<file path="src/ssek_pkg.sv">
package ssek_pkg;

   // Width of the running prefix and of the stored keys.
   localparam int DATA_WIDTH    = 32;
   // Number of cells in the prefix table.
   localparam int TABLE_ENTRIES = 64;
   localparam int ELEM_WIDTH    = 32;
   localparam int COUNT_WIDTH   = 16;
   localparam int TOTAL_WIDTH   = 32;

   localparam logic [COUNT_WIDTH-1:0] COUNT_MAX = {COUNT_WIDTH{1'b1}};
   localparam logic [TOTAL_WIDTH-1:0] TOTAL_MAX = {TOTAL_WIDTH{1'b1}};

   typedef struct packed {
      logic signed [ELEM_WIDTH-1:0] element_value;
      logic                         array_start;
      logic                         array_end;
   } req_type;

   typedef struct packed {
      logic [TOTAL_WIDTH-1:0] match_total;
      logic                   table_overflow;
      logic                   final_result;
   } rsp_type;

   // One element on its way down the cell chain.
   typedef struct packed {
      logic                   valid;
      logic                   start;
      logic                   last;
      logic [DATA_WIDTH-1:0]  prefix;
      logic [DATA_WIDTH-1:0]  want;
      logic [COUNT_WIDTH-1:0] match;
      logic                   found;
   } beat_type;

   // Sign-extends a 32-bit two's complement value and fits it to DATA_WIDTH.
   function automatic logic [DATA_WIDTH-1:0] widen_elem(input logic signed [ELEM_WIDTH-1:0] v);
      logic signed [63:0] wide;
      wide = 64'(v);
      return wide[DATA_WIDTH-1:0];
   endfunction

endpackage

</file>
<file path="src/ssek_cell.sv">
module ssek_cell (
   input  logic                clock,
   input  logic                reset,
   input  logic                advance,
   input  logic                head_cell,
   input  ssek_pkg::beat_type  beat_in,
   output ssek_pkg::beat_type  beat_out
);

   logic [ssek_pkg::DATA_WIDTH-1:0]  key_ff, key_in;
   logic [ssek_pkg::COUNT_WIDTH-1:0] count_ff, count_in;
   logic                             valid_ff, valid_in;
   ssek_pkg::beat_type               beat_ff, beat_next;

   logic [ssek_pkg::DATA_WIDTH-1:0]  base_key;
   logic [ssek_pkg::COUNT_WIDTH-1:0] base_count;
   logic                             base_valid;
   logic                             want_hit;
   logic                             prefix_hit;

   always_comb begin
      // A new array wipes this cell; the head cell is seeded with prefix zero.
      if (beat_in.start) begin
         base_valid = head_cell;
         base_key   = '0;
         base_count = head_cell ? ssek_pkg::COUNT_WIDTH'(1) : '0;
      end else begin
         base_valid = valid_ff;
         base_key   = key_ff;
         base_count = count_ff;
      end

      want_hit   = base_valid && (base_key == beat_in.want);
      prefix_hit = base_valid && (base_key == beat_in.prefix);

      key_in    = key_ff;
      count_in  = count_ff;
      valid_in  = valid_ff;
      beat_next = beat_ff;

      if (advance) begin
         beat_next = beat_in;
         if (beat_in.valid) begin
            key_in   = base_key;
            count_in = base_count;
            valid_in = base_valid;
            // Lookup uses the count as it stood before this element.
            if (want_hit) begin
               beat_next.match = base_count;
            end
            if (prefix_hit) begin
               beat_next.found = 1'b1;
               if (base_count != ssek_pkg::COUNT_MAX) begin
                  count_in = base_count + ssek_pkg::COUNT_WIDTH'(1);
               end
            end else if (!base_valid && !beat_in.found) begin
               // Cells fill from the head, so the first free cell is past all used ones.
               beat_next.found = 1'b1;
               key_in          = beat_in.prefix;
               count_in        = ssek_pkg::COUNT_WIDTH'(1);
               valid_in        = 1'b1;
            end
         end
      end
   end

   always_ff @(posedge clock) begin
      if (reset) begin
         valid_ff <= 1'b0;
         beat_ff  <= '0;
      end else begin
         valid_ff <= valid_in;
         beat_ff  <= beat_next;
      end
   end

   always_ff @(posedge clock) begin
      key_ff   <= key_in;
      count_ff <= count_in;
   end

   assign beat_out = beat_ff;

endmodule

</file>
<file path="config.mk">
export PLATFORM = sky130hd
export DESIGN_NAME = ssek_cell
export DESIGN_NICKNAME = d
export VERILOG_FILES = /design/src/ssek_pkg.sv /design/src/ssek_cell.sv
export SDC_FILE = /design/constraint.sdc
export NUM_CORES = 1
export LEC_CHECK = 0
export BUFFER_PORTS_ARGS = -buffer_cell sky130_fd_sc_hd__buf_2
export CAP_MARGIN = 0
export CORE_MARGIN = 10
export CORE_UTILIZATION = 45
export DETAILED_ROUTE_END_ITERATION = 6
export PLACE_DENSITY = 0.71
export SKIP_CTS_REPAIR_TIMING = 1
export SLEW_MARGIN = 10
export SYNTH_ARGS = -nofsm -noshare
export SYNTH_HDL_FRONTEND = slang
export SYNTH_SLANG_ARGS = --single-unit
</file>
<file path="constraint.sdc">
create_clock -name clock -period 3.6 [get_ports clock]
set_input_delay 0.72 -clock clock [delete_from_list [all_inputs] [get_ports clock]]
set_output_delay 0.72 -clock clock [all_outputs]
set_load 0.02 [all_outputs]
</file>
# Yosys cells after proc, flatten, opt, wreduce, memory -nomap -nowiden
# Cells that the tools add are included.
dict set report totals {
  ff_bits 133
  in_bits 88
  output_inout_bits 84
}
dict set report op_classes {
  add_sub_neg 1
  n_eq_ne 3
  n_mux 15
  n_reduce_logical 6
}
# cell count
set ops {}
lappend ops {{two-way mux 32 bit} 3}
lappend ops {{two-way mux 16 bit} 5}
lappend ops {{== test 32 bit} 2}
lappend ops {{two-way mux 17 bit} 1}
lappend ops {{adder 16 x 1 -> 16 bit, second input constant} 1}
lappend ops {{inequality test 16 bit, second input constant} 1}
lappend ops {{two-way mux 1 bit} 6}
lappend ops {{logical AND 1 bit} 3}
lappend ops {{logical NOT 1 bit} 2}
lappend ops {{AND reduction 2 bit} 1}

# Logic depth before layout (Yosys ltp)
dict set report depth {
  ltp_word 6
  depth_mapped 15
  mapped_depth_nobuf 9
}

# Worst setup path before layout
# No wires, ideal clock.
dict set report synth_timing {
  path_type {in2reg}
  startpoint {input beat_in[82] (netlist bit)}
  endpoint {register count_ff[11] (netlist bit) (data pin)}
  setup_ns 0.259
  arrival_time_ns 3.206
  required_ns 3.341
  path_slack_ns 0.134
  cell_stages 15
  n_path_buf 6
  cell_sequence {buf_6 -> buf_6 -> buf_2 -> clkbuf_1 -> clkbuf_1 -> mux2i_1 -> inv_1 -> ha_1 -> nand4_1 -> nor3_1 -> nand2b_1 -> clkbuf_1 -> and3b_1 -> nand3_1 -> mux2i_1}
}
dict set report synth_via {
  elab_chain_cells 5
  word_cells_on_any_way 12
  cone_classes {1 x add/sub; 2 x eq/ne; 6 x mux; 3 x reduce/logical}
}
# item line_no
set synth_lines {}
lappend synth_lines {{from (decl)} ssek_cell.sv:6} ;# input ssek_pkg::beat_type beat_in,
lappend synth_lines {{parallel branches: the longest is 4 deep, another holds adder 16 x 1 -> 16 bit} --}
lappend synth_lines {{two-way mux 16 bit *} ssek_cell.sv:51} ;# if (prefix_hit) begin
lappend synth_lines {{to (signal assigned)} ssek_cell.sv:79} ;# count_ff <= count_in;
lappend synth_lines {{to (decl)} ssek_cell.sv:11} ;# logic [ssek_pkg::COUNT_WIDTH-1:0] count_ff, count_in;
# Mark *: on every way between the ends.
# A chain may end at the register's enable or synchronous reset.

# Worst setup path after layout
dict set report layout_timing {
  startpoint {input beat_in[82] (netlist bit)}
  endpoint {register count_ff[9] (netlist bit) (data pin)}
}
# Same word-level chain as after synthesis.

==> metrics.txt <==
# TYPE chip_impl_metric gauge
chip_impl_metric{name="timing.critical_path.slowest_cell_delay",unit="ps"} 370
chip_impl_metric{name="synth_sequential_area_ratio",unit="%"} 42.53
chip_impl_metric{name="hold_viol",unit=""} 0
chip_impl_metric{name="achievable-frequency",unit="MHz"} 348.7
chip_impl_metric{name="nNetsFinal",unit=""} 1054
chip_impl_metric{name="placedCellCount",unit=""} 1162
chip_impl_info{name="run_status",value="finished clean"} 1
chip_impl_info{name="cp_slowest_cell",value="sky130_fd_sc_hd__nor3_1"} 1
chip_impl_info{name="final_common_cell",value="sky130_fd_sc_hd__buf_2"} 1
chip_impl_metric{name="die-height",unit="um"} 148.1
chip_impl_metric{name="timing.critical_path.buf_inv",unit=""} 3
chip_impl_metric{name="setup_tns",unit="ps"} 0
chip_impl_info{name="hold_class",value="reg2reg"} 1
chip_impl_metric{name="clock_latency",unit="ps"} 430
chip_impl_metric{name="crit_fanout",unit=""} 31
chip_impl_metric{name="core_area",unit="sq um"} 16000
chip_impl_info{name="final_cell_mix",value="sky130_fd_sc_hd__buf_2, sky130_fd_sc_hd__nor2_1, sky130_fd_sc_hd__mux2i_1"} 1
chip_impl_metric{name="grt_first_pass_wirelength",unit="um"} 33700
chip_impl_metric{name="first_global_vias",unit=""} 6455
chip_impl_metric{name="critPathArrivalTime",unit="ps"} 3140
chip_impl_metric{name="setup.reg_to_reg.worst_slack",unit="ps"} 890
chip_impl_info{name="timing.critical_path.cells",value="buf_2, buf_12, nor2b_1, ha_1, nand4_1, nor3_1, nand2b_1, buf_4, and4_1, nand2_1, mux2i_1"} 1
chip_impl_metric{name="netlist_instances",unit=""} 811
chip_impl_metric{name="chipWidth",unit="um"} 148.1
chip_impl_metric{name="tritoncts_buffers",unit=""} 17
chip_impl_metric{name="synthArstFlopShare",unit="%"} 0
chip_impl_metric{name="synthToLayoutAreaGrowth",unit="%"} 21.93
chip_impl_metric{name="setup_ws",unit="ps"} 732.3
chip_impl_info{name="worstReg2RegStart",value="key_ff[21]$_DFFE_PP_"} 1
chip_impl_metric{name="clock-skew-final",unit="ps"} 7.640
chip_impl_metric{name="power.density",unit="nW/um^2"} 442.7
chip_impl_metric{name="route.detailed.wl_per_inst",unit="um"} 17.56
chip_impl_metric{name="ios",unit=""} 172
chip_impl_info{name="ys_dominant_reg_cell",value="sky130_fd_sc_hd__dfxtp_1"} 1
chip_impl_info{name="cts_root_buffer",value="sky130_fd_sc_hd__clkbuf_16"} 1
chip_impl_metric{name="syn-mean-instance-area",unit="sq um"} 9.112
chip_impl_metric{name="floorplan.die_area",unit="sq um"} 21950
chip_impl_metric{name="mappedNetlistNets",unit=""} 900
chip_impl_metric{name="post_synth_num_cell_types",unit=""} 57
chip_impl_metric{name="max-clock-path-buffers",unit=""} 2
chip_impl_metric{name="finish.cell_count_without_fillers",unit=""} 1195
chip_impl_metric{name="gr-usage-all-layers",unit="%"} 18.84
chip_impl_metric{name="vias",unit=""} 6497
chip_impl_metric{name="comb_power_share",unit="%"} 15.4
chip_impl_metric{name="cp_num_cells",unit=""} 11
chip_impl_info{name="terminus_of_the_critical_flop_to_flop_path",value="count_ff[2]$_DFFE_PP_"} 1
chip_impl_metric{name="net_load_switching_power",unit="mW"} 1.084
chip_impl_metric{name="drt.antenna.violating_nets",unit=""} 0
chip_impl_metric{name="vdd_drop_max",unit="mV"} 0.3281
chip_impl_metric{name="total_power",unit="mW"} 3.989
chip_impl_info{name="critPathLaunchType",value="input port"} 1
chip_impl_info{name="critical_path.top_delay_family",value="simple AND/OR/NAND/NOR gates"} 1
chip_impl_metric{name="hold-worst-slack",unit="ps"} 480.5
chip_impl_metric{name="route.detailed.vias_per_inst",unit=""} 5.437
chip_impl_metric{name="detailedRoute.firstIterationViolations",unit=""} 485
chip_impl_metric{name="finalWorstPathRequiredPeriod",unit="ps"} 2868
chip_impl_metric{name="tightest_slew",unit="ps"} 883.7
chip_impl_info{name="setup.worst_path.end_class",value="flip-flop"} 1
chip_impl_metric{name="htree_levels",unit=""} 4
chip_impl_metric{name="placement.setup.worst_slack",unit="ps"} 399.9
chip_impl_metric{name="io_buffers",unit=""} 171
chip_impl_metric{name="clkTransAtPathRegs",unit="ps"} 50
chip_impl_metric{name="globalplace.congestion",unit=""} 0.8730
chip_impl_info{name="timing.critical_path.from",value="beat_in[82]"} 1
chip_impl_metric{name="globalRoute.totalOverflow",unit=""} 0
chip_impl_metric{name="starting_density_of_the_core",unit="%"} 46.18
chip_impl_metric{name="grt_antenna_before_repair",unit=""} 1
chip_impl_metric{name="internal_power",unit="mW"} 2.905
chip_impl_metric{name="worst_reg2reg_path_length_in_cells",unit=""} 8
chip_impl_info{name="crit_end",value="count_ff[9]$_DFFE_PP_"} 1
chip_impl_info{name="rsz0062_at_grt",value="false"} 1
chip_impl_info{name="timing_worst_setup_path_type",value="in2reg"} 1
chip_impl_metric{name="detailedPlacementHpwl",unit="um"} 15680
chip_impl_metric{name="setup_viol",unit=""} 0
chip_impl_metric{name="switch_share",unit="%"} 27.16
chip_impl_metric{name="synth_seq_cells",unit=""} 133
chip_impl_metric{name="pin_count_of_the_biggest_net_entering_global_routing",unit=""} 56
chip_impl_metric{name="timing_max_transition_violations_final",unit=""} 0
chip_impl_metric{name="syn_area",unit="sq um"} 7390
chip_impl_metric{name="p_clk_share",unit="%"} 41.5
chip_impl_metric{name="sequentialPowerShare",unit="%"} 43.1
chip_impl_metric{name="std_cell_rows",unit=""} 46
chip_impl_metric{name="required_time_reported_for_the_critical_path_endpoint",unit="ps"} 3870
chip_impl_metric{name="slew_headroom",unit="%"} 41.09
chip_impl_metric{name="number_of_enable_type_register_cells_in_the_synthesized_netlist",unit=""} 48
chip_impl_metric{name="layout-drive-gt1-share",unit="%"} 24.44
chip_impl_metric{name="clock_sink_count",unit=""} 133
chip_impl_metric{name="drt_pre_antenna_iters",unit=""} 5
chip_impl_metric{name="max_cap_viols",unit=""} 0
chip_impl_metric{name="yosysWarnings",unit=""} 0
chip_impl_metric{name="timing.final.crit_share",unit="%"} 79.66
chip_impl_metric{name="p_leak",unit="nW"} 3.990
chip_impl_metric{name="post-route-drc-count",unit=""} 0
chip_impl_info{name="clock_tree_from_tritoncts",value="yes"} 1
chip_impl_metric{name="wirelength",unit="um"} 20990
==> power by group through the flow <==
| stage | Combinational (mW) | Clock (mW) | Sequential [mW] |
|---|---|---|---|
| after CTS | 0.617 | 1.68 | 1.72 |
| after global placement | 0.604 | 0 | 1.75 |
| final | 0.614 | 1.65 | 1.72 |
| after global routing | 0.676 | 1.73 | 1.73 |
| after detailed placement | 0.614 | 0 | 1.75 |
| after floorplan | 0.325 | 0 | 1.80 |
==> cell type report <==
| cell class | count | area, sq um |
|---|---|---|
| fill | 1478 | 6990 |
| multi-input combinational | 611 | 3960 |
| sequential | 133 | 3143 |
| timing repair buffer | 192 | 1028 |
| clock buffer | 25 | 526.8 |
| tap | 216 | 270.3 |
| clock inverter | 7 | 41.29 |
| inverter | 10 | 37.54 |
| antenna | 1 | 2.502 |
==> cells by family (layout without fill, tap and decap cells) <==
logic type      after synthesis  count (layout)  share of synthesized area (%)
compound gates              110             110                          9.837
xor+xnor                     27              27                          3.200
fa+ha+maj                     1               1                         0.1693
buf+inv                      67             234                          3.911
flops                       133             133                          42.53
mux                         101             101                          13.75
other cells                   0               1                              0
simple gates                372             372                          26.60
==> layer usage <==
layer  global-route usage (%)  vias to the layer above  part of all wire [%]
met2                    30.50                      186                    47
met4                    5.401                        0                   1.3
met5                        0                        -                     0
met3                    5.643                       24                   6.4
met1                    23.75                     3068                    46
li1                         -                     3219                     -
==> tightest hold or removal path: stages (launching register included) <==
cell	delay, ps
sky130_fd_sc_hd__dfxtp_1	300
sky130_fd_sc_hd__nor2_1	80
sky130_fd_sc_hd__a211oi_1	50
==> synthesized netlist by cell type (2+ instances only) <==
cell / count / area [sq um]
sky130_fd_sc_hd__a22oi_1: 2 / 15.01
sky130_fd_sc_hd__nand2b_4: 2 / 27.53
sky130_fd_sc_hd__and2b_1: 7 / 52.55
sky130_fd_sc_hd__mux2i_1: 99 / 991.0
sky130_fd_sc_hd__inv_1: 10 / 37.54
sky130_fd_sc_hd__o31ai_1: 4 / 30.03
sky130_fd_sc_hd__o32ai_1: 4 / 35.03
sky130_fd_sc_hd__clkbuf_2: 2 / 10.01
sky130_fd_sc_hd__nor4b_4: 2 / 47.55
sky130_fd_sc_hd__a2111o_1: 2 / 22.52
sky130_fd_sc_hd__buf_2: 4 / 20.02
sky130_fd_sc_hd__and3b_1: 3 / 26.28
sky130_fd_sc_hd__and4_1: 2 / 17.52
sky130_fd_sc_hd__nor4bb_1: 17 / 170.2
sky130_fd_sc_hd__nor2_1: 148 / 555.5
sky130_fd_sc_hd__nand2b_1: 7 / 43.79
sky130_fd_sc_hd__dfxtp_1: 85 / 1702
sky130_fd_sc_hd__xnor2_1: 26 / 227.7
sky130_fd_sc_hd__nor2b_1: 16 / 100.1
sky130_fd_sc_hd__nor4b_2: 2 / 30.03
sky130_fd_sc_hd__a31oi_1: 16 / 100.1
sky130_fd_sc_hd__nand2_1: 80 / 300.3
sky130_fd_sc_hd__nor3_1: 4 / 20.02
sky130_fd_sc_hd__nand4_1: 15 / 93.84
sky130_fd_sc_hd__a32oi_1: 10 / 87.58
sky130_fd_sc_hd__buf_1: 7 / 26.28
sky130_fd_sc_hd__nor4b_1: 2 / 17.52
sky130_fd_sc_hd__clkbuf_1: 40 / 150.1
sky130_fd_sc_hd__nor4_1: 2 / 12.51
sky130_fd_sc_hd__buf_6: 4 / 45.04
sky130_fd_sc_hd__edfxtp_1: 48 / 1441
sky130_fd_sc_hd__nand4b_1: 9 / 78.83
sky130_fd_sc_hd__a211oi_1: 16 / 120.1
sky130_fd_sc_hd__o21ai_0: 42 / 210.2
sky130_fd_sc_hd__a21o_1: 2 / 15.01
sky130_fd_sc_hd__nand3_1: 15 / 75.07
sky130_fd_sc_hd__and3_1: 3 / 18.77
sky130_fd_sc_hd__and2_1: 2 / 12.51
sky130_fd_sc_hd__nand3b_1: 25 / 187.7
sky130_fd_sc_hd__a21oi_1: 5 / 25.02
sky130_fd_sc_hd__o22ai_1: 2 / 12.51
sky130_fd_sc_hd__and2b_2: 3 / 26.28
==> worst min path at each step <==
stage                                           end                 startpoint  slack [ps]  depth (start not counted)
final                     beat_out[13]$_SDFFE_PP0P_  beat_out[13]$_SDFFE_PP0P_         480                          2
after CTS                  beat_out[7]$_SDFFE_PP0P_   beat_out[7]$_SDFFE_PP0P_         480                          2
after floorplan               valid_ff$_SDFFE_PP0P_      valid_ff$_SDFFE_PP0P_         490                          2
after global placement    beat_out[37]$_SDFFE_PP0P_  beat_out[37]$_SDFFE_PP0P_         470                          2
after detailed placement  beat_out[32]$_SDFFE_PP0P_  beat_out[32]$_SDFFE_PP0P_         480                          2
after global routing       beat_out[6]$_SDFFE_PP0P_   beat_out[6]$_SDFFE_PP0P_         510                          2
==> through the flow <==
| step | util [%] | instance area [sq um] |
|---|---|---|
| 6_report | 56.31 | 9010 |
| 5_1_grt | 56.29 | 9007 |
| 4_1_cts | 56.29 | 9007 |
| 3_5_place_dp | 52.74 | 8439 |
| 3_3_place_gp | 52.74 | 8439 |
| 2_1_floorplan | - | 7390 |
==> state kept, by name, indices dropped and copies added (netlist names) <==
| register | cells |
|---|---|
| key_ff | 32 |
| count_ff | 16 |
| beat_out | 84 |
| valid_ff | 1 |
Power figures use the tool's default switching activity.
