--- src/ssek_pkg.sv ---
package ssek_pkg;

   // Width of the running prefix and of the stored keys.
   localparam int DATA_WIDTH    = 32;
   // Number of cells in the prefix table.
   localparam int TABLE_ENTRIES = 64;
   localparam int ELEM_WIDTH    = 32;
   localparam int COUNT_WIDTH   = 16;
   localparam int TOTAL_WIDTH   = 32;

   localparam logic [COUNT_WIDTH-1:0] COUNT_MAX = {COUNT_WIDTH{1'b1}};
   localparam logic [TOTAL_WIDTH-1:0] TOTAL_MAX = {TOTAL_WIDTH{1'b1}};

   typedef struct packed {
      logic signed [ELEM_WIDTH-1:0] element_value;
      logic                         array_start;
      logic                         array_end;
   } req_type;

   typedef struct packed {
      logic [TOTAL_WIDTH-1:0] match_total;
      logic                   table_overflow;
      logic                   final_result;
   } rsp_type;

   // One element on its way down the cell chain.
   typedef struct packed {
      logic                   valid;
      logic                   start;
      logic                   last;
      logic [DATA_WIDTH-1:0]  prefix;
      logic [DATA_WIDTH-1:0]  want;
      logic [COUNT_WIDTH-1:0] match;
      logic                   found;
   } beat_type;

   // Sign-extends a 32-bit two's complement value and fits it to DATA_WIDTH.
   function automatic logic [DATA_WIDTH-1:0] widen_elem(input logic signed [ELEM_WIDTH-1:0] v);
      logic signed [63:0] wide;
      wide = 64'(v);
      return wide[DATA_WIDTH-1:0];
   endfunction

endpackage

--- src/ssek_tail.sv ---
module ssek_tail (
   input  logic                clock,
   input  logic                reset,
   input  ssek_pkg::beat_type  beat_in,
   input  logic                rsp_ready,
   output logic                rsp_valid,
   output ssek_pkg::rsp_type   rsp_data,
   output logic                advance
);

   logic [ssek_pkg::TOTAL_WIDTH-1:0] total_ff, total_in;
   logic                             overflow_ff, overflow_in;
   logic                             rsp_valid_ff, rsp_valid_in;
   ssek_pkg::rsp_type                rsp_data_ff, rsp_data_in;

   logic [ssek_pkg::TOTAL_WIDTH-1:0] base_total;
   logic [ssek_pkg::TOTAL_WIDTH:0]   sum;
   logic                             base_overflow;

   assign advance = !rsp_valid_ff || rsp_ready;

   always_comb begin
      base_total    = beat_in.start ? '0 : total_ff;
      base_overflow = beat_in.start ? 1'b0 : overflow_ff;
      sum           = {1'b0, base_total} + (ssek_pkg::TOTAL_WIDTH + 1)'(beat_in.match);

      total_in     = total_ff;
      overflow_in  = overflow_ff;
      rsp_valid_in = rsp_valid_ff;
      rsp_data_in  = rsp_data_ff;

      if (advance) begin
         rsp_valid_in = beat_in.valid;
         if (beat_in.valid) begin
            total_in    = sum[ssek_pkg::TOTAL_WIDTH] ? ssek_pkg::TOTAL_MAX
                                                     : sum[ssek_pkg::TOTAL_WIDTH-1:0];
            overflow_in = base_overflow || !beat_in.found;
            rsp_data_in.match_total    = total_in;
            rsp_data_in.table_overflow = overflow_in;
            rsp_data_in.final_result   = beat_in.last;
         end
      end
   end

   always_ff @(posedge clock) begin
      if (reset) begin
         total_ff     <= '0;
         overflow_ff  <= 1'b0;
         rsp_valid_ff <= 1'b0;
      end else begin
         total_ff     <= total_in;
         overflow_ff  <= overflow_in;
         rsp_valid_ff <= rsp_valid_in;
      end
   end

   always_ff @(posedge clock) begin
      rsp_data_ff <= rsp_data_in;
   end

   assign rsp_valid = rsp_valid_ff;
   assign rsp_data  = rsp_data_ff;

endmodule
--- config.mk ---
export PLATFORM = sky130hd
export DESIGN_NAME = ssek_tail
export DESIGN_NICKNAME = d
export VERILOG_FILES = /design/src/ssek_pkg.sv /design/src/ssek_tail.sv
export SDC_FILE = /design/constraint.sdc
export NUM_CORES = 1
export LEC_CHECK = 0
export BUFFER_PORTS_ARGS = -buffer_cell sky130_fd_sc_hd__buf_2
export CORE_MARGIN = 2
export CORE_UTILIZATION = 48
export DETAILED_ROUTE_END_ITERATION = 12
export GPL_TIMING_DRIVEN = 0
export PLACE_DENSITY_LB_ADDON = 0.3
export SYNTH_ARGS = -nofsm -noshare
export SYNTH_HDL_FRONTEND = slang
export SYNTH_SLANG_ARGS = --single-unit
--- constraint.sdc ---
create_clock -name clock -period 5.6 [get_ports clock]
set_clock_uncertainty 0.15 [all_clocks]
set_input_delay 0.28 -clock clock [delete_from_list [all_inputs] [get_ports clock]]
set_output_delay 0.28 -clock clock [all_outputs]
set_load 0.02 [all_outputs]
# Yosys cells after proc, flatten, opt, wreduce, memory -nomap -nowiden

Index checks and enable logic that the tools add are counted.

Add/subtract/negate cells: 1
Mux-type cells: 3
Reductions and logical operators: 5

Operators with widths:

| kind                                      | number |
|---|---|
| 32-bit two-way mux                        | 2 |
| 32-bit by 16-bit adder with 33-bit output | 1 |
| 1-bit zero test                           | 2 |
| 1-bit logical OR                          | 2 |
| 2-bit AND reduction                       | 1 |
| 1-bit two-way mux                         | 1 |

Output and inout port bits: 36
Register bits: 68
Input bits: 87
Logic and storage cells: 15

# Longest topological paths before layout

Gate-level depths: netlist of the first run.

Word-level depth: 3
Depth in mapped cells: 14
Gate-level depth less buffers: 10

# Worst setup path before layout of the first run

No wires, ideal clock.

Path type: in2reg
From: in beat_in[82] in the netlist's numbering
To: reg rsp_data_ff, in the netlist rsp_data[18] (data pin)
Stages on the path: 13
Arrival: 3156 ps
Setup time: 257 ps
Path slack: 2037 ps
Data required time: 5193 ps
Buffers on the path: 5
Cell sequence: clkbuf_1 -> clkbuf_1 -> clkbuf_1 -> nor2b_1 -> ha_1 -> fa_1 -> a211oi_1 -> o211ai_2 -> a211o_1 -> nand4_2 -> buf_2 -> buf_2 -> nand2_1

Longest elaborated chain between the ends: 3

RTL lines:

| item                                      | RTL line        | text |
|---|---|---|
| from (decl)                               | ssek_tail.sv:4  | `input ssek_pkg::beat_type beat_in,` |
| 32-bit two-way mux                        | ssek_tail.sv:23 | `base_total = beat_in.start ? '0 : total_ff;` |
| 32-bit by 16-bit adder with 33-bit output | ssek_tail.sv:25 | `sum = {1'b0, base_total} + (ssek_pkg::TOTAL_WIDTH + 1)'(beat_in.match);` |
| 32-bit two-way mux                        | ssek_tail.sv:35 | `total_in = sum[ssek_pkg::TOTAL_WIDTH] ? ssek_pkg::TOTAL_MAX` |
| to (signal assigned)                      | ssek_tail.sv:58 | `rsp_data_ff <= rsp_data_in;` |
| to (decl)                                 | ssek_tail.sv:14 | `ssek_pkg::rsp_type rsp_data_ff, rsp_data_in;` |

Every way passes these cells.
A chain may end at the register's enable or synchronous reset.

# Worst setup path in the final report of the first run

From: in beat_in[82] in the netlist's numbering
To: reg rsp_data_ff, in the netlist rsp_data[20] (data pin)

Same word-level chain as after synthesis.

==> reports/metrics.csv, run 1 <==
stage,metric,value,unit
critical_path,worstReg2RegStart,total_ff[0]$_SDFFE_PP0P_,
power_and_ir_drop,vdd.ir_drop.worst,142,uV
power_and_ir_drop,power.density,271,nW/um^2
placement,dp_slack,681,ps
grt,first_global_vias,3390,
critical_path,crit_chain,"buf_2, clkbuf_1, clkbuf_1, clkbuf_1, nor2b_1, ha_1, fa_1, a211oi_1, o211ai_2, a211o_1, nand4_2, clkbuf_1, o21ai_0",
sta,final-hold-violation-count,0,
logic_synthesis,synth_ff_type,edfxtp_1,
critical_path,reg2reg_slack,2050,ps
power_and_ir_drop,pwr-share-seq,44.6,%
sta,timing.setup.tns,0,ps
detailed_routing,drc,0,
critical_path,r2r_end,rsp_data[20]$_DFFE_PP_,
critical_path,crit_slowest_cell,clkbuf_1,
placement,gp_congestion,0.897,
sta,setup_viol,0,
layout,final_nets,609,
sta,fmax,211,MHz
die,start_util,49.5,%
critical_path,cp-end-kind,register,
sta,relSlewSlack,57.3,%
critical_path,cp_num_buf_inv,5,
clocking,clock_latency,350,ps
flow_run,max_cap_violations,0,
sta,rsz0062_at_grt,false,
power_and_ir_drop,p_switching,0.360,mW
logic_synthesis,syn_nets,539,
critical_path,reg2reg_depth,9,
detailed_routing,wl,10100,um
layout,drive_above_1_share,19.8,%
placement,numPortBuffers,57,
sta,post-route-period-util,84.6,%
worst_hold_path,min_to,rsp_valid$_SDFFE_PP0N_,
detailed_routing,firstDrtPassIters,5,
grt,antenna_found_initial,0,
critical_path,required,5510,ps
detailed_routing,ant_nets,0,
detailed_routing,drtIter0Drc,210,
worst_hold_path,whs_path_depth,3,
logic_synthesis,seq_area_frac_synth,41.9,%
layout,design_area,4750,um^2
clocking,cts-buffers-inserted,9,
worst_hold_path,hold_path_class,input pin to register,
clocking,clock_path_buffers,2,
die,num_rows,33,
grt,track_usage,23.1,%
sta,layout_min_cycle_time,4740,ps
logic_synthesis,netlist.area_leader.share,25.1,%
detailed_routing,vias,3572,
logic_synthesis,synth-seq-cells,68,
sta,layout_setup_ws,865,ps
logic_synthesis,synth_area_leader_cell,edfxtp_1,
power_and_ir_drop,p_leak,1.94,nW
grt,grt_pass1_wl,16400,um
logic_synthesis,yosys-top-cells-area,"edfxtp_1 25%, dfxtp_1 17%, ha_1 4.9%",
critical_path,crit_path_frequent_cell,clkbuf_1,
power_and_ir_drop,swShare,28.0,%
placement,postPlaceCellArea,4510,um^2
logic_synthesis,synthArstFlopShare,0,%
clocking,ctsResizeCount,0,
die,pin_count,123,
logic_synthesis,syn_area,4070,um^2
power_and_ir_drop,internal-power,0.925,mW
clocking,cts_tree,yes,
sta,slew_viol_final,0,
power_and_ir_drop,power_frac_comb,18.7,%
critical_path,crit_type,input pin to register,
layout,fillers,747,
grt,grt_max_degree,27,
die,fp.dieArea,9220,um^2
die,die_y,96.0,um
run_status,status,finished clean,
worst_hold_path,hold_start,beat_in[83],
die,core_area,8220,um^2
critical_path,slowest_delay,540,ps
logic_synthesis,ys_warn_count,0,
logic_synthesis,ys_types,67,
sta,worst_pin_slew,641,ps
critical_path,critPathTopFamily,buffers and inverters,
detailed_routing,routedWlPerCell,16.4,um
logic_synthesis,synth_edf_count,34,
logic_synthesis,synthCells,435,
die,die-width,96.0,um
clocking,htree_levels,3,
clocking,clock_sinks,68,
placement,dp_hpwl,7200,um
power_and_ir_drop,pwr-share-clk,36.7,%
critical_path,crit_arrival,4650,ps
layout,n_antenna_cell,0,
clocking,cts_root_buf,clkbuf_8,
clocking,clkTransAtPathRegs,80,ps
layout,syn_to_final_growth,16.8,%
critical_path,path_max_fanout,10,
logic_synthesis,avgSynthCellArea,9.35,um^2
grt,grt.overflow.total,0,
critical_path,start_kind,input pin,
detailed_routing,drt-vias-per-instance,5.81,
## cells in the mapped netlist, types with 4 or more instances
cell       n
ha_1      16
a311oi_1  14
o211ai_1   7
dfxtp_1   34
nand3_1   10
buf_2      8
nor2b_1   26
clkbuf_1  16
a21o_1     7
a31oi_1    4
nand2_1   52
o21a_1     5
nand2b_1   8
xnor2_1   13
xor2_1    11
a21oi_1   27
o21ai_0   14
nand4_1    7
inv_1      5
nor3_1    15
o21bai_1   4
nor2_1    35
edfxtp_1  34
## power by group through the flow
stage	sequential [mW]	clock (mW)	combinational [mW]
detailed placement	0.585	0	0.237
floorplan	0.612	0	0.142
finish	0.574	0.472	0.240
global placement	0.585	0	0.230
CTS	0.574	0.477	0.239
global route	0.577	0.496	0.264
## worst register-to-register path, cell delays in order, from the launching register on
cell and delay, ps:
dfxtp_1 320, nor2b_1 120, ha_1 250, fa_1 440
a211oi_1 420, o211ai_2 220, a211o_1 340, nand4_2 230
clkbuf_1 540, o21ai_0 240
## logic make-up after synthesis
| family | after synthesis | synth area share (%) |
|---|---|---|
| xor gates and xnor gates | 24 | 5.17 |
| adders and majority gates | 17 | 5.42 |
| DFF | 68 | 41.9 |
| AOI/OAI and AO/OA | 112 | 19.9 |
| and+or+nand+nor | 180 | 23.7 |
| buffers and inverters | 33 | 3.63 |
| muxes | 1 | 0.246 |
## final cells by class
| type | instances | area, um^2 | share of cell area [%] |
|---|---|---|---|
| tap | 105 | 131 | 2.77 |
| clock buffer | 12 | 155 | 3.27 |
| inverter | 5 | 18.8 | 0.395 |
| sequential | 68 | 1700 | 35.8 |
| clock inverter | 4 | 72.6 | 1.53 |
| multi-input combinational | 334 | 2220 | 46.7 |
| buffer | 28 | 130 | 2.74 |
| timing repair buffer | 59 | 323 | 6.80 |
## metrics by stage
step	instances	util, %	hold WS, ps	power [mW]
floorplan	435	-	229	0.754
global placement	597	54.5	291	0.815
detailed placement	598	54.9	302	0.821
CTS	615	57.8	14.3	1.29
global route	615	57.8	36.8	1.34
finish	615	57.8	20.8	1.29
## worst max-delay path by stage
stage | start | end | slack, ps | cells after the start
floorplan | beat_in[82] | rsp_data[18]$_DFFE_PP_ | 2040 | 13
global placement | beat_in[82] | rsp_data[20]$_DFFE_PP_ | 650 | 13
detailed placement | beat_in[82] | rsp_data[20]$_DFFE_PP_ | 680 | 13
CTS | beat_in[82] | rsp_data[27]$_DFFE_PP_ | 960 | 13
global route | beat_in[82] | rsp_data[27]$_DFFE_PP_ | 630 | 13
finish | beat_in[82] | rsp_data[20]$_DFFE_PP_ | 860 | 13
## placed cells by master, fill, tap and decap left out, types with 3 or more instances in the layout
master	netlist	layout
nor2_1	35	35
nor3_1	15	15
o21ai_0	14	14
and3_1	3	3
o21a_1	5	5
inv_1	5	5
dfxtp_1	34	34
nand3_1	10	10
buf_2	8	65
o21bai_1	4	4
a21o_1	7	7
clkbuf_1	16	16
nand2_1	52	52
a311oi_1	14	14
nand2b_1	8	8
a211o_1	3	3
nand3b_1	3	3
a31oi_1	4	4
a21oi_1	27	27
clkbuf_8	0	11
clkbuf_2	2	3
o211a_1	3	3
xnor2_1	13	13
o211ai_1	7	7
nand4_1	7	7
a211oi_1	3	3
ha_1	16	16
edfxtp_1	34	34
nor2b_1	26	26
xor2_1	11	11
and2_1	3	3
## timing repair
item	CTS	global route
buffers inserted	0	0
hold buffers	1	0
hold endpoints to repair	1	0
## flip-flops by register name (all words and copies together) (netlist names)
register	cells
total_ff	32
overflow_ff	1
rsp_data	34
rsp_valid	1
## routing by layer
metal / GRT usage [%] / up-vias / part of all wire, %
li1: - / 1739 / -
met1: 30.9 / 1653 / 46
met2: 36.7 / 157 / 45
met3: 3.52 / 23 / 6.3
met4: 11.1 / 0 / 2.7
met5: 0 / - / 0
(Power assumes the default switching activity.)
==> run 2: changes to the inputs <==
- ABC_AREA: unset -> 1
- clock period: 5.6 -> 4.36 ns (I/O delays scaled with it)
==> reports/metrics.csv, run 2 <==
stage,metric,value,unit
sta,timing.setup.tns,0,ps
layout,seq_area,1700,um^2
clocking,ctsResizeCount,0,
logic_synthesis,synth_ff_type,edfxtp_1,
logic_synthesis,synth_compound_area_share,7.01,%
detailed_routing,drc,0,
clocking,clock_path_buffers,2,
grt,grt_pass1_wl,19600,um
layout,layout_commonest_cell,nand2_1,
flow_run,max_cap_violations,0,
worst_hold_path,hold_path_class,input pin to register,
clocking,clock_latency,350,ps
clocking,htree_levels,3,
critical_path,required,4290,ps
die,fp.dieArea,10200,um^2
layout,n_antenna_cell,0,
die,core_area,9150,um^2
logic_synthesis,avgSynthCellArea,6.77,um^2
critical_path,crit_slowest_cell,clkbuf_1,
sta,relSlewSlack,35.3,%
layout,drive_above_1_share,14.2,%
placement,numPortBuffers,57,
sta,worst_pin_slew,971,ps
critical_path,worstReg2RegStart,total_ff[0]$_SDFFE_PP0P_,
logic_synthesis,ys_warn_count,0,
clocking,clock_sinks,68,
logic_synthesis,synthCells,664,
sta,slew_viol_final,0,
die,num_rows,35,
sta,setup_viol,0,
logic_synthesis,syn_area,4500,um^2
sta,hold_slack,27.5,ps
clocking,clkTransAtPathRegs,70,ps
clocking,cts_tree,yes,
placement,gp_congestion,0.964,
logic_synthesis,synth_top_family_by_area,simple AND/OR/NAND/NOR gates,
logic_synthesis,ys_types,32,
logic_synthesis,synth-seq-cells,68,
logic_synthesis,syn_nets,768,
detailed_routing,drtIter0Drc,300,
critical_path,path_max_fanout,10,
critical_path,start_kind,input pin,
critical_path,reg2reg_depth,14,
layout,largest_reg_flops,34,
critical_path,crit_chain,"buf_6, buf_6, clkbuf_1, nor2_1, ha_1, fa_1, nand2_1, nand2_1, nand3_1, nand2_1, nand2_1, nand2_2, nand3_4, buf_6, buf_6, nand3_1",
die,die_y,101,um
critical_path,cp-startpoint,beat_in[82],
placement,postPlaceCellArea,4920,um^2
power_and_ir_drop,power.density,311,nW/um^2
layout,multi_input_area,2160,um^2
power_and_ir_drop,vdd.ir_drop.worst,136,uV
layout,syn_to_final_growth,13.9,%
detailed_routing,vias,4318,
logic_synthesis,synth_xor_area_share,1.75,%
grt,first_global_vias,3954,
grt,grt.overflow.total,0,
grt,grt_max_degree,44,
detailed_routing,drt-vias-per-instance,5.08,
critical_path,cp_num_buf_inv,5,
die,die-width,101,um
layout,final_nets,838,
layout,mostFrequentLayoutCells,"194 x nand2_1, 136 x inv_1, 75 x nor2_1, 59 x buf_2, 39 x nand3_1",
logic_synthesis,synth_edf_count,34,
sta,layout_min_cycle_time,3120,ps
grt,antenna_found_initial,0,
layout,fillers,887,
grt,track_usage,25.2,%
clocking,postCtsSetupBuffers,0,
critical_path,reg2reg_slack,1600,ps
sta,fmax,321,MHz
sta,post-route-period-util,71.5,%
worst_hold_path,hold_start,rsp_ready,
detailed_routing,firstDrtPassIters,5,
critical_path,cp-end-kind,register,
placement,dp_hpwl,9070,um
logic_synthesis,muxShareOfSynthArea,0,%
critical_path,r2r_end,rsp_data[20]$_DFFE_PP_,
logic_synthesis,seq_area_frac_synth,37.8,%
logic_synthesis,synthAdderAreaFrac,4.90,%
critical_path,slowest_delay,480,ps
logic_synthesis,netlist.area_leader.share,22.7,%
critical_path,crit_arrival,3040,ps
critical_path,crit_type,input pin to register,
die,start_util,49.1,%
detailed_routing,routedWlPerCell,14.2,um
clocking,cts_root_buf,clkbuf_8,
sta,final-hold-violation-count,0,
critical_path,worst-path-stages,16,
detailed_routing,ant_nets,0,
logic_synthesis,yosysMostFrequentCell,nand2_1,
die,pin_count,123,
logic_synthesis,synth_area_leader_cell,edfxtp_1,
logic_synthesis,synthTopCellsByCount,"194 x nand2_1, 136 x inv_1, 75 x nor2_1",
detailed_routing,wl,12000,um
power_and_ir_drop,p_leak,2.83,nW
run_status,status,finished clean,
sta,rsz0062_at_grt,false,
critical_path,critPathCapture,rsp_data[20]$_DFFE_PP_,
logic_synthesis,synth-simple-area-share,34.4,%
critical_path,critPathTopFamily,buffers and inverters,
logic_synthesis,synthArstFlopShare,0,%
clocking,cts-buffers-inserted,9,
layout,design_area,5120,um^2
clocking,hold_buffers,2,
power_and_ir_drop,finalPower,1.59,mW
logic_synthesis,yosys-top-cells-area,"edfxtp_1 23%, nand2_1 16%, dfxtp_1 15%",
-- run 2: cell types whose count changed after synthesis, sizes merged, moves of 14 or more --
| cell | previous run | this run |
|---|---|---|
| nor2b | 26 | 0 |
| nand3 | 10 | 51 |
| inv | 5 | 138 |
| a311oi | 14 | 0 |
| nand2 | 52 | 196 |
| nor2 | 36 | 84 |
-- run 2: worst min-delay path by stage --
stage,depth (start not counted),end
after detailed placement,1,rsp_data[0]$_DFFE_PP_
after global routing,4,rsp_valid$_SDFFE_PP0N_
after floorplan,0,rsp_data[0]$_DFFE_PP_
after CTS,4,rsp_valid$_SDFFE_PP0N_
after global placement,1,rsp_data[0]$_DFFE_PP_
final,4,rsp_valid$_SDFFE_PP0N_
-- run 2: routing by layer --
metal | wire length (um) | up-vias | GRT usage, %
met2 | 5050 | 152 | 38.2
met3 | 716 | 21 | 2.84
met4 | 263 | 0 | 9.48
met5 | 0 | - | 0
met1 | 6010 | 1946 | 36.7
li1 | - | 2199 | -
-- run 2: worst min-delay path, delay by kind of cell --
family	cells	cell delay, ps
simple gates	1	80
buf+inv	2	110
compound gates	1	70
-- run 2: per-stage QoR --
stage | setup WS (ps) | utilization [%] | cells
CTS | 1300 | 56.0 | 850
detailed placement | 931 | 53.8 | 832
finish | 1240 | 56.0 | 850
global placement | 974 | 53.8 | 832
floorplan | 1600 | - | 664
global route | 1050 | 56.0 | 850
-- run 2: cells by family after synthesis --
logic type,Yosys count
compound gates,62
xor+xnor,9
fa+ha+maj,17
buf+inv,155
flops,68
simple gates,353
-- run 2: final cells by class --
class / count / share of cell area (%)
buffer: 17 / 2.17
timing repair buffer: 59 / 5.96
clock inverter: 3 / 0.415
clock buffer: 13 / 3.10
tap: 111 / 2.71
inverter: 138 / 10.2
sequential: 68 / 33.2
multi-input combinational: 441 / 42.2
-- run 2: where the power goes --
group / switching, mW / internal, mW / leakage [nW] / total [mW]
clock network: 0.253 / 0.239 / 0.0896 / 0.492
registers: 0.0194 / 0.735 / 0.618 / 0.755
logic: 0.236 / 0.113 / 2.12 / 0.349
