$ cat src/ssek_pkg.sv
package ssek_pkg;

   // Width of the running prefix and of the stored keys.
   localparam int DATA_WIDTH    = 32;
   // Number of cells in the prefix table.
   localparam int TABLE_ENTRIES = 64;
   localparam int ELEM_WIDTH    = 32;
   localparam int COUNT_WIDTH   = 16;
   localparam int TOTAL_WIDTH   = 32;

   localparam logic [COUNT_WIDTH-1:0] COUNT_MAX = {COUNT_WIDTH{1'b1}};
   localparam logic [TOTAL_WIDTH-1:0] TOTAL_MAX = {TOTAL_WIDTH{1'b1}};

   typedef struct packed {
      logic signed [ELEM_WIDTH-1:0] element_value;
      logic                         array_start;
      logic                         array_end;
   } req_type;

   typedef struct packed {
      logic [TOTAL_WIDTH-1:0] match_total;
      logic                   table_overflow;
      logic                   final_result;
   } rsp_type;

   // One element on its way down the cell chain.
   typedef struct packed {
      logic                   valid;
      logic                   start;
      logic                   last;
      logic [DATA_WIDTH-1:0]  prefix;
      logic [DATA_WIDTH-1:0]  want;
      logic [COUNT_WIDTH-1:0] match;
      logic                   found;
   } beat_type;

   // Sign-extends a 32-bit two's complement value and fits it to DATA_WIDTH.
   function automatic logic [DATA_WIDTH-1:0] widen_elem(input logic signed [ELEM_WIDTH-1:0] v);
      logic signed [63:0] wide;
      wide = 64'(v);
      return wide[DATA_WIDTH-1:0];
   endfunction

endpackage

$ cat src/ssek_front.sv
module ssek_front (
   input  logic                       clock,
   input  logic                       reset,
   input  logic                       advance,
   input  logic                       req_valid,
   input  ssek_pkg::req_type          req_data,
   input  logic                       csr_write_en,
   input  logic [31:0]                csr_write_data,
   output ssek_pkg::beat_type         beat_out
);

   logic [ssek_pkg::DATA_WIDTH-1:0] prefix_ff, prefix_in;
   logic signed [31:0]              target_ff, target_in;
   ssek_pkg::beat_type              beat_ff, beat_in;

   logic [ssek_pkg::DATA_WIDTH-1:0] prefix_base;
   logic [ssek_pkg::DATA_WIDTH-1:0] want_sum;
   logic                            take;

   assign take = advance && req_valid;

   always_comb begin
      prefix_base = req_data.array_start ? '0 : prefix_ff;
      prefix_in   = prefix_ff;
      if (take) begin
         prefix_in = prefix_base + ssek_pkg::widen_elem(req_data.element_value);
      end
      want_sum = prefix_base + ssek_pkg::widen_elem(req_data.element_value)
                 - ssek_pkg::widen_elem(target_ff);
   end

   always_comb begin
      target_in = csr_write_en ? signed'(csr_write_data) : target_ff;
   end

   always_comb begin
      beat_in = beat_ff;
      if (advance) begin
         beat_in.valid  = req_valid;
         beat_in.start  = req_data.array_start;
         beat_in.last   = req_data.array_end;
         beat_in.prefix = prefix_base + ssek_pkg::widen_elem(req_data.element_value);
         beat_in.want   = want_sum;
         beat_in.match  = '0;
         beat_in.found  = 1'b0;
      end
   end

   always_ff @(posedge clock) begin
      if (reset) begin
         prefix_ff <= '0;
         target_ff <= '0;
         beat_ff   <= '0;
      end else begin
         prefix_ff <= prefix_in;
         target_ff <= target_in;
         beat_ff   <= beat_in;
      end
   end

   assign beat_out = beat_ff;

endmodule

$ cat config.mk
export PLATFORM = sky130hd
export DESIGN_NAME = ssek_front
export DESIGN_NICKNAME = d
export VERILOG_FILES = /design/src/ssek_pkg.sv /design/src/ssek_front.sv
export SDC_FILE = /design/constraint.sdc
export NUM_CORES = 1
export LEC_CHECK = 0
export ABC_AREA = 0
export CAP_MARGIN = 20
export CORE_MARGIN = 4
export CORE_UTILIZATION = 25
export CTS_CLUSTER_SIZE = 28
export DETAILED_ROUTE_END_ITERATION = 10
export DONT_BUFFER_PORTS = 1
export PLACE_DENSITY_LB_ADDON = 0.15
export SLEW_MARGIN = 10
export SYNTH_ARGS = -nofsm -noshare
export SYNTH_HDL_FRONTEND = slang
export SYNTH_SLANG_ARGS = --single-unit
$ cat constraint.sdc
create_clock -name clock -period 4.9 [get_ports clock]
set_input_delay 0.49 -clock clock [delete_from_list [all_inputs] [get_ports clock]]
set_output_delay 0.49 -clock clock [all_outputs]
set_load 0.02 [all_outputs]
* Yosys cells after proc, flatten, opt, wreduce, memory -nomap -nowiden
Cells that the tools add are included.
** Cells by class
- Add/subtract/negate cells :: 2
- Multipliers :: 0
- Divide/modulo/power cells :: 0
- Order comparisons :: 0
- Eq/ne operators :: 0
- Shifts and indexed selects :: 0
- Multiplexer cells :: 1
- Bitwise operators :: 0
- Reduce and logical (&&, ||, !) cells :: 1
** Operators by type and width (number)
- 32-bit adder :: 1
- 32-bit two-way mux :: 1
- 32-bit subtractor :: 1
- 1-bit logical AND :: 1
** Word-level totals
- Register bits after elaboration :: 131
- Latch bits :: 0
- Memory bits (writable) :: 0
- Bits in read-only memories :: 0
- Input bits :: 71
- Output and inout bits :: 84
- Word-level logic and storage cells :: 11
- Memories :: 0

* Longest topological paths before layout
Gate-level depths: netlist of run 1.
- Depth after elaboration :: 3
- Gate-level depth with buffers :: 24
- Gate-level depth less buffers :: 23

* Worst setup path after synthesis of run 1
No wires, ideal clock.
- Kind :: input-to-reg
- Start :: in req_data[1] (netlist name)
- End :: reg beat_ff, in the netlist beat_out[48]
- Library setup time :: 79 ps
- Arrival time :: 4657 ps
- Required time :: 4821 ps
- Setup slack :: 164 ps
- Cell stages on the path :: 20
- Path through :: clkbuf_1 -> nor2b_1 -> ha_1 -> a2111oi_2 -> o21ai_1 -> a32oi_1 -> a21boi_1 -> o21a_1 -> or2_4 -> xor2_1 -> ha_1 -> and4_1 -> and2_1 -> a22o_1 -> a22o_1 -> a21o_1 -> a211oi_1 -> xnor2_1 -> xnor2_1 -> a211oi_2
** On the way
- Word-level cells in the longest chain between the ends :: 3
** Ends and longest elaborated chain
- start, declared :: line ssek_front.sv:6 : input ssek_pkg::req_type req_data,
- 32-bit two-way mux :: line ssek_front.sv:23 : prefix_base = req_data.array_start ? '0 : prefix_ff;
- 32-bit adder :: line ssek_front.sv:28 : want_sum = prefix_base + ssek_pkg::widen_elem(req_data.element_value)
- 32-bit subtractor :: line ssek_front.sv:29 : - ssek_pkg::widen_elem(target_ff);
- end signal, assigned :: line ssek_front.sv:57 : beat_ff <= beat_in;
- end, declared :: line ssek_front.sv:14 : ssek_pkg::beat_type beat_ff, beat_in;
No other way between the ends.
A chain may end at the register's enable or synchronous reset.

* Worst setup path after layout of run 1
- Start :: reg prefix_ff[0] (netlist name)
- End :: reg beat_ff, in the netlist beat_out[48]
** On the way
- Word-level cells in the longest chain between the ends :: 3
** Ends and longest elaborated chain
- start, declared :: line ssek_front.sv:12 : logic [ssek_pkg::DATA_WIDTH-1:0] prefix_ff, prefix_in;
- start signal, assigned :: line ssek_front.sv:55 : prefix_ff <= prefix_in;
- 32-bit two-way mux :: line ssek_front.sv:23
- 32-bit adder :: line ssek_front.sv:28
- 32-bit subtractor :: line ssek_front.sv:29
No other way between the ends.

==> impl_metrics.py, run 1 <==
metrics = {
    "layout": {
        "ant_diodes": 0,
        "drive_above_1_share_pct": 9.89,
        "final_nets": 1163,
        "most-common-layout-cells": "sky130_fd_sc_hd__dfxtp_1 (131), sky130_fd_sc_hd__nor2_1 (116), sky130_fd_sc_hd__nand2_1 (88)",
        "utilization_pct": 29.7,
        "layout_commonest_cell": "sky130_fd_sc_hd__dfxtp_1",
        "multi_input_comb_area_sq_um": 5400,
        "fillerInstances": 3514,
        "register_area_sq_um": 2620,
        "p_r_area_growth_vs_syn_pct": 16.0,
    },
    "logic_synthesis": {
        "synth_seq_area_share_pct": 31.3,
        "synth_top_cells_by_area": "sky130_fd_sc_hd__dfxtp_1 (31%), sky130_fd_sc_hd__ha_1 (9.2%), sky130_fd_sc_hd__mux2i_1 (9.1%), sky130_fd_sc_hd__nor2_1 (5.2%), sky130_fd_sc_hd__a21oi_1 (4.2%)",
        "synth_flop_cell": "sky130_fd_sc_hd__dfxtp_1",
        "synthCells": 1018,
        "post_synth_instance_area_sq_um": 8390,
        "avgSynthCellArea_sq_um": 8.24,
        "synth.largest_area_cell": "sky130_fd_sc_hd__dfxtp_1",
        "ys_types": 74,
        "yosys_register_bits": 131,
        "synth_enable_flop_cells": 0,
        "async_flop_share_pct": 0,
        "synth.yosys.warnings": 0,
        "post-synth-top-area-fraction_pct": 31.3,
    },
    "setup_path": {
        "worstSetupStartpointType": "flop",
        "arrival_ps": 4900,
        "worstSetupEndpointType": "flop",
        "critical_path.max_stage_delay_ps": 430,
        "slowest_stage": "sky130_fd_sc_hd__fa_1",
        "criticalPathCategory": "reg2reg",
        "cp_cell_sequence": "nor2b_1 > ha_2 > inv_1 > fa_1 > nor2b_1 > o21a_1 > o21a_1 > o21a_1 > o21ai_1 > nor2b_1 > xnor2_1 > buf_4 > ha_1 > and4_1 > and2_1 > a22o_1 > a22o_1 > a21o_1 > a211oi_1 > xnor2_1 > xnor2_1 > a211oi_2",
        "worst-endpoint-required_ps": 5250,
        "max_fo_critical_path": 7,
    },
    "timing": {
        "worst_slew_pin_tran_ps": 633,
        "timing.fmax_ghz": 0.220,
        "skew_ps": 9.90,
        "fin_tns_setup_ps": 0,
        "hold_worst_slack_ps": 135,
        "total_count_of_max_transition_violations_in_the_final_report": 0,
        "layout_min_cycle_time_ps": 4550,
        "timing.max_slew.rel_slack_pct": 57.7,
        "finalCritPeriodShare_pct": 92.9,
        "final_count_of_hold_timing_violations": 0,
        "setup_violations": 0,
    },
    "routing": {
        "post_drt_via_cell_ratio": 4.63,
        "met3_length_um": 1620,
        "drcViolationCount": 0,
        "detailed_route_wire_length_on_metal_1_um": 13300,
        "route.vias.total": 6868,
        "dr.pass1.iters": 4,
        "initialDrtViolationCount": 371,
        "wl_um": 26500,
        "top_layer_used": "met5",
        "met2RoutedLength_um": 11300,
        "route.detailed.wl_per_inst_um": 17.9,
        "detail-route-antenna-nets": 0,
    },
    "clocking": {
        "numClockSinks": 131,
        "clock_path_buffers": 2,
        "numCtsBuffers": 17,
        "clk_pin_slew_ps": 70,
        "clockRootBuffer": "sky130_fd_sc_hd__clkbuf_16",
        "cts_htree_levels": 4,
        "cts_hold_buffers": 0,
        "insertion_delay_ps": 430,
        "clock_tree_from_tritoncts": "built",
    },
    "floorplanning": {
        "floorplan.io_pins": 155,
        "initial_utilization_pct": 25.6,
        "floorplan.core_area_sq_um": 32800,
        "die_y_um": 191,
        "floorplan.die_area_sq_um": 36600,
        "placement_rows": 66,
        "die_w_um": 191,
    },
    "pwr": {
        "total_leakage_power_uw": 0.00419,
        "vdd_ir_drop_max_v": 0.000200,
        "powerDensity_nw_per_um2": 370,
    },
    "global_route": {
        "grt_start_max_net_pins": 136,
        "number_of_global_route_vias_before_repair": 6646,
        "wire_length_of_the_first_global_routing_pass_um": 40500,
        "groute.usage.overall_pct": 14.4,
        "antenna_found_initial": 1,
        "gr-total-overflow": 0,
    },
    "placed_design": {
        "placement.io_buffers": 0,
        "dpl.hpwl_um": 19800,
        "gp_congestion": 0.803,
    },
    "run_status": {
        "status": "finished clean",
    },
    "run": {
        "max_cap_viol": 0,
    },
    "worst_hold_path": {
        "holdCritPathClass": "in2reg",
    },
}
[Yosys cell counts (12+ instances only)]
| library cell | n |
|---|---|
| sky130_fd_sc_hd__dfxtp_1 | 131 |
| sky130_fd_sc_hd__nor2_1 | 116 |
| sky130_fd_sc_hd__nand2_1 | 88 |
| sky130_fd_sc_hd__mux2i_1 | 76 |
| sky130_fd_sc_hd__a21oi_1 | 70 |
| sky130_fd_sc_hd__ha_1 | 62 |
| sky130_fd_sc_hd__inv_1 | 61 |
| sky130_fd_sc_hd__nor2b_1 | 35 |
| sky130_fd_sc_hd__clkbuf_1 | 32 |
| sky130_fd_sc_hd__a21o_1 | 27 |
| sky130_fd_sc_hd__nand3_1 | 26 |
| sky130_fd_sc_hd__xnor2_1 | 26 |
| sky130_fd_sc_hd__xor2_1 | 19 |
| sky130_fd_sc_hd__o21ai_1 | 18 |
| sky130_fd_sc_hd__buf_4 | 17 |
| sky130_fd_sc_hd__a211oi_1 | 15 |
| sky130_fd_sc_hd__o21ai_0 | 15 |
| sky130_fd_sc_hd__nand2b_1 | 13 |
| sky130_fd_sc_hd__buf_1 | 12 |
[kinds of logic after synthesis]
family / synth area share (%)
mux: 9.07
xor+xnor: 4.70
compound gates: 19.2
simple gates: 19.6
fa+ha+maj: 9.72
buf+inv: 6.38
other cells: 0.0447
flops: 31.3
[final cells by class]
type | instances | area share (%)
timing repair buffer | 38 | 2.93
clock buffer | 23 | 5.02
sequential | 131 | 27.0
multi-input combinational | 778 | 55.5
clock inverter | 9 | 1.54
inverter | 62 | 2.39
tap | 442 | 5.68
[final timing paths]
kind,endpoint,slack (ps),cells after the start,start
max,beat_out[48]$_SDFFE_PP0P_,350,22,prefix_ff[0]$_SDFFE_PP0P_
max reg2reg,beat_out[48]$_SDFFE_PP0P_,350,22,prefix_ff[0]$_SDFFE_PP0P_
min reg2reg,prefix_ff[11]$_SDFFE_PP0P_,450,2,prefix_ff[11]$_SDFFE_PP0P_
min,beat_out[83]$_SDFFE_PP0P_,130,1,reset
[through the flow]
stage                     instance area [sq um]  setup slack [ps]  cells  power (uW)
after floorplan                            8450               164   1034        1980
after global placement                     8970               155   1449        2200
after detailed placement                   8970               110   1449        2190
after CTS                                  9610               186   1481        3630
after global routing                       9730             -11.4   1483        3800
final                                      9730               349   1483        3600
[metal layers]
metal | global-route usage, % | up-vias
met5 | 0 | -
met4 | 4.03 | 2
met3 | 4.36 | 20
met2 | 21.0 | 117
li1 | - | 3563
met1 | 20.4 | 3166
[worst max-delay path, delay by kind of cell, from the launching register on]
kind,cells,cell delay (ps)
AND/OR/NAND/NOR,5,860
adder cells (fa/ha/maj),3,1000
flip-flops,1,320
buffers and inverters,2,210
XOR/XNOR,3,400
AO/OA/AOI/OAI,9,1690
[sequential cells by signal (all words and copies together), names as in the netlist]
name	cells
target_ff	32
beat_out	67
prefix_ff	32
[where the power goes]
group / total, uW / internal (uW) / switching [uW]
Sequential: 1330 / 1170 / 161
Combinational: 862 / 387 / 475
Clock: 1410 / 904 / 508
Total: 3600 / 2460 / 1140
[repair_timing]
| item | 4_1_cts | 5_1_grt |
|---|---|---|
| endpoints found under the hold margin | 0 | 0 |
| setup buffers | 0 | 2 |
| setup endpoints to repair | 0 | 6 |
| gates resized for setup | 0 | 18 |
(Power assumes the default switching activity.)
==> inputs of run 2 (changes only) <==
--- a/config.mk
+++ b/config.mk
@@ -7,11 +7,14 @@
 export LEC_CHECK = 0
 export ABC_AREA = 0
 export CAP_MARGIN = 20
+export CELL_PAD_IN_SITES_DETAIL_PLACEMENT = 1
+export CELL_PAD_IN_SITES_GLOBAL_PLACEMENT = 2
 export CORE_MARGIN = 4
 export CORE_UTILIZATION = 25
 export CTS_CLUSTER_SIZE = 28
 export DETAILED_ROUTE_END_ITERATION = 10
 export DONT_BUFFER_PORTS = 1
+export GPL_TIMING_DRIVEN = 0
 export PLACE_DENSITY_LB_ADDON = 0.15
 export SLEW_MARGIN = 10
 export SYNTH_ARGS = -nofsm -noshare
==> run 2 against run 1 <==
Combinational power increased by 11%. Sequential share of layout area decreased by 0.98 points. Non-clock buffer count increased by 40. Power decreased by 0.79%. Clock power decreased by 9%. Design area increased by 3.8%. Count of clock-buffer cells in the layout decreased by 1. Worst setup slack got worse by 90 ps. Worst hold slack improved by 79 ps. Global-route usage increased by 2.0 points. Cell count increased by 2.7%. First-iteration DRC count decreased by 16%. Largest cell class unchanged. Highest routed layer is now met4.
==> impl_metrics.py, run 2 (synthesis gave the netlist of run 1 again) <==
metrics = {
    "global_route": {
        "wire_length_of_the_first_global_routing_pass_um": 45300,
        "number_of_global_route_vias_before_repair": 7254,
        "antenna_found_initial": 0,
        "groute.usage.overall_pct": 16.4,
        "grt_start_max_net_pins": 17,
        "gr-total-overflow": 0,
    },
    "routing": {
        "detail-route-antenna-nets": 0,
        "dr.pass1.iters": 4,
        "route.vias.total": 7213,
        "drcViolationCount": 0,
        "wl_um": 30500,
        "initialDrtViolationCount": 313,
        "route.detailed.wl_per_inst_um": 20.0,
        "post_drt_via_cell_ratio": 4.74,
    },
    "placed_design": {
        "dp.cells": 1476,
        "placement.io_buffers": 0,
        "gp_congestion": 0.787,
        "dpl.hpwl_um": 24000,
    },
    "floorplanning": {
        "placement_rows": 66,
        "initial_utilization_pct": 25.6,
        "floorplan.core_area_sq_um": 32800,
        "die_w_um": 191,
        "floorplan.die_area_sq_um": 36600,
        "floorplan.io_pins": 155,
        "die_y_um": 191,
    },
    "clocking": {
        "clk_pin_slew_ps": 60,
        "clock_path_buffers": 2,
        "clockRootBuffer": "sky130_fd_sc_hd__clkbuf_16",
        "numClockSinks": 131,
        "cts_hold_buffers": 0,
        "insertion_delay_ps": 420,
        "numCtsBuffers": 17,
        "cts_htree_levels": 4,
        "clock_tree_from_tritoncts": "built",
    },
    "timing": {
        "final_count_of_hold_timing_violations": 0,
        "skew_ps": 7.26,
        "setup_violations": 0,
        "finalCritPeriodShare_pct": 94.7,
        "worst_slew_pin_tran_ps": 972,
        "timing.max_slew.rel_slack_pct": 35.2,
        "layout_min_cycle_time_ps": 4640,
        "fin_tns_setup_ps": 0,
        "timing.fmax_ghz": 0.215,
        "total_count_of_max_transition_violations_in_the_final_report": 0,
    },
    "pwr": {
        "total_leakage_power_uw": 0.00428,
        "powerDensity_nw_per_um2": 354,
        "vdd_ir_drop_max_v": 0.000235,
    },
    "run": {
        "max_cap_viol": 0,
    },
    "setup_path": {
        "worstSetupStartpointType": "flop",
        "arrival_ps": 4950,
        "max_fo_critical_path": 10,
        "worstSetupEndpointType": "flop",
        "criticalPathCategory": "reg2reg",
        "worst-endpoint-required_ps": 5210,
    },
    "layout": {
        "ant_diodes": 0,
        "p_r_area_growth_vs_syn_pct": 20.3,
        "most-common-layout-cells": "sky130_fd_sc_hd__dfxtp_1 (131), sky130_fd_sc_hd__nor2_1 (113), sky130_fd_sc_hd__nand2_1 (88)",
        "final_nets": 1203,
        "largest_register_ff_count": 67,
        "utilization_pct": 30.8,
        "layout_commonest_cell": "sky130_fd_sc_hd__dfxtp_1",
        "finish.cell_count_without_fillers": 1523,
        "drive_above_1_share_pct": 12.4,
    },
    "worst_hold_path": {
        "holdCritPathClass": "in2reg",
    },
    "run_status": {
        "status": "finished clean",
    },
}
run 2: final timing paths:
| kind | endpoint | cells past startpoint | slack, ps | from |
|---|---|---|---|---|
| worst min register to register | prefix_ff[26]$_SDFFE_PP0P_ | 2 | 450 | prefix_ff[26]$_SDFFE_PP0P_ |
| worst min-delay path | target_ff[12]$_SDFFE_PP0P_ | 2 | 210 | csr_write_data[12] |
| worst max register to register | beat_out[47]$_SDFFE_PP0P_ | 18 | 260 | prefix_ff[13]$_SDFFE_PP0P_ |
| worst max-delay path | beat_out[47]$_SDFFE_PP0P_ | 18 | 260 | prefix_ff[13]$_SDFFE_PP0P_ |
run 2: power breakdown:
| group | internal (uW) | switching [uW] |
|---|---|---|
| clock | 785 | 506 |
| combinational | 395 | 561 |
| sequential | 1170 | 161 |
run 2: critical path: stages, from the launching register on:
cell and delay, ps:
sky130_fd_sc_hd__dfxtp_1 310, sky130_fd_sc_hd__nor2b_1 130, sky130_fd_sc_hd__ha_1 270, sky130_fd_sc_hd__buf_4 180, sky130_fd_sc_hd__a21o_1 220, sky130_fd_sc_hd__a21o_1 190
sky130_fd_sc_hd__a2111o_1 430, sky130_fd_sc_hd__o21ai_2 240, sky130_fd_sc_hd__xor2_2 290, sky130_fd_sc_hd__inv_2 90, sky130_fd_sc_hd__ha_2 320, sky130_fd_sc_hd__a21o_1 210
sky130_fd_sc_hd__a2111oi_4 320, sky130_fd_sc_hd__o31ai_2 120, sky130_fd_sc_hd__a221oi_2 350, sky130_fd_sc_hd__o21ai_4 130, sky130_fd_sc_hd__a221oi_2 340, sky130_fd_sc_hd__nor4_1 70
sky130_fd_sc_hd__a311o_1 320
run 2: repair_timing:
action | CTS | global route
endpoints found under the hold margin | 0 | 0
resized for setup | 28 | 45
endpoints found under the setup margin | 12 | 13
buffers inserted | 7 | 8
pin swaps | 5 | 19
run 2: area by class of cell:
class,instances,area (sq um)
Clock buffer,22,474
Buffer,63,312
Timing Repair Buffer,15,129
Tap cell,442,553
Sequential cell,131,2620
Fill cell,3849,22700
Inverter,62,233
Clock inverter,10,106
Multi-Input combinational cell,778,5670
run 2: stage by stage:
step	power, uW	hold slack [ps]	worst slack [ps]	area (sq um)
finish	3570	214	259	10100
global route	3790	203	-38.5	10100
CTS	3580	195	11.6	9790
detailed placement	2240	444	-1260	9000
global placement	2230	439	-1200	9000
floorplan	1980	432	164	8450
run 2: layer usage:
metal / share of wire [%] / vias up / wire, um / GRT usage [%]
met4: 1.8 / 0 / 556 / 4.25
met5: 0 / - / 0 / 0
li1: - / 3634 / - / -
met3: 5.4 / 27 / 1630 / 4.11
met2: 45 / 119 / 13800 / 26.1
met1: 48 / 3433 / 14500 / 22.1
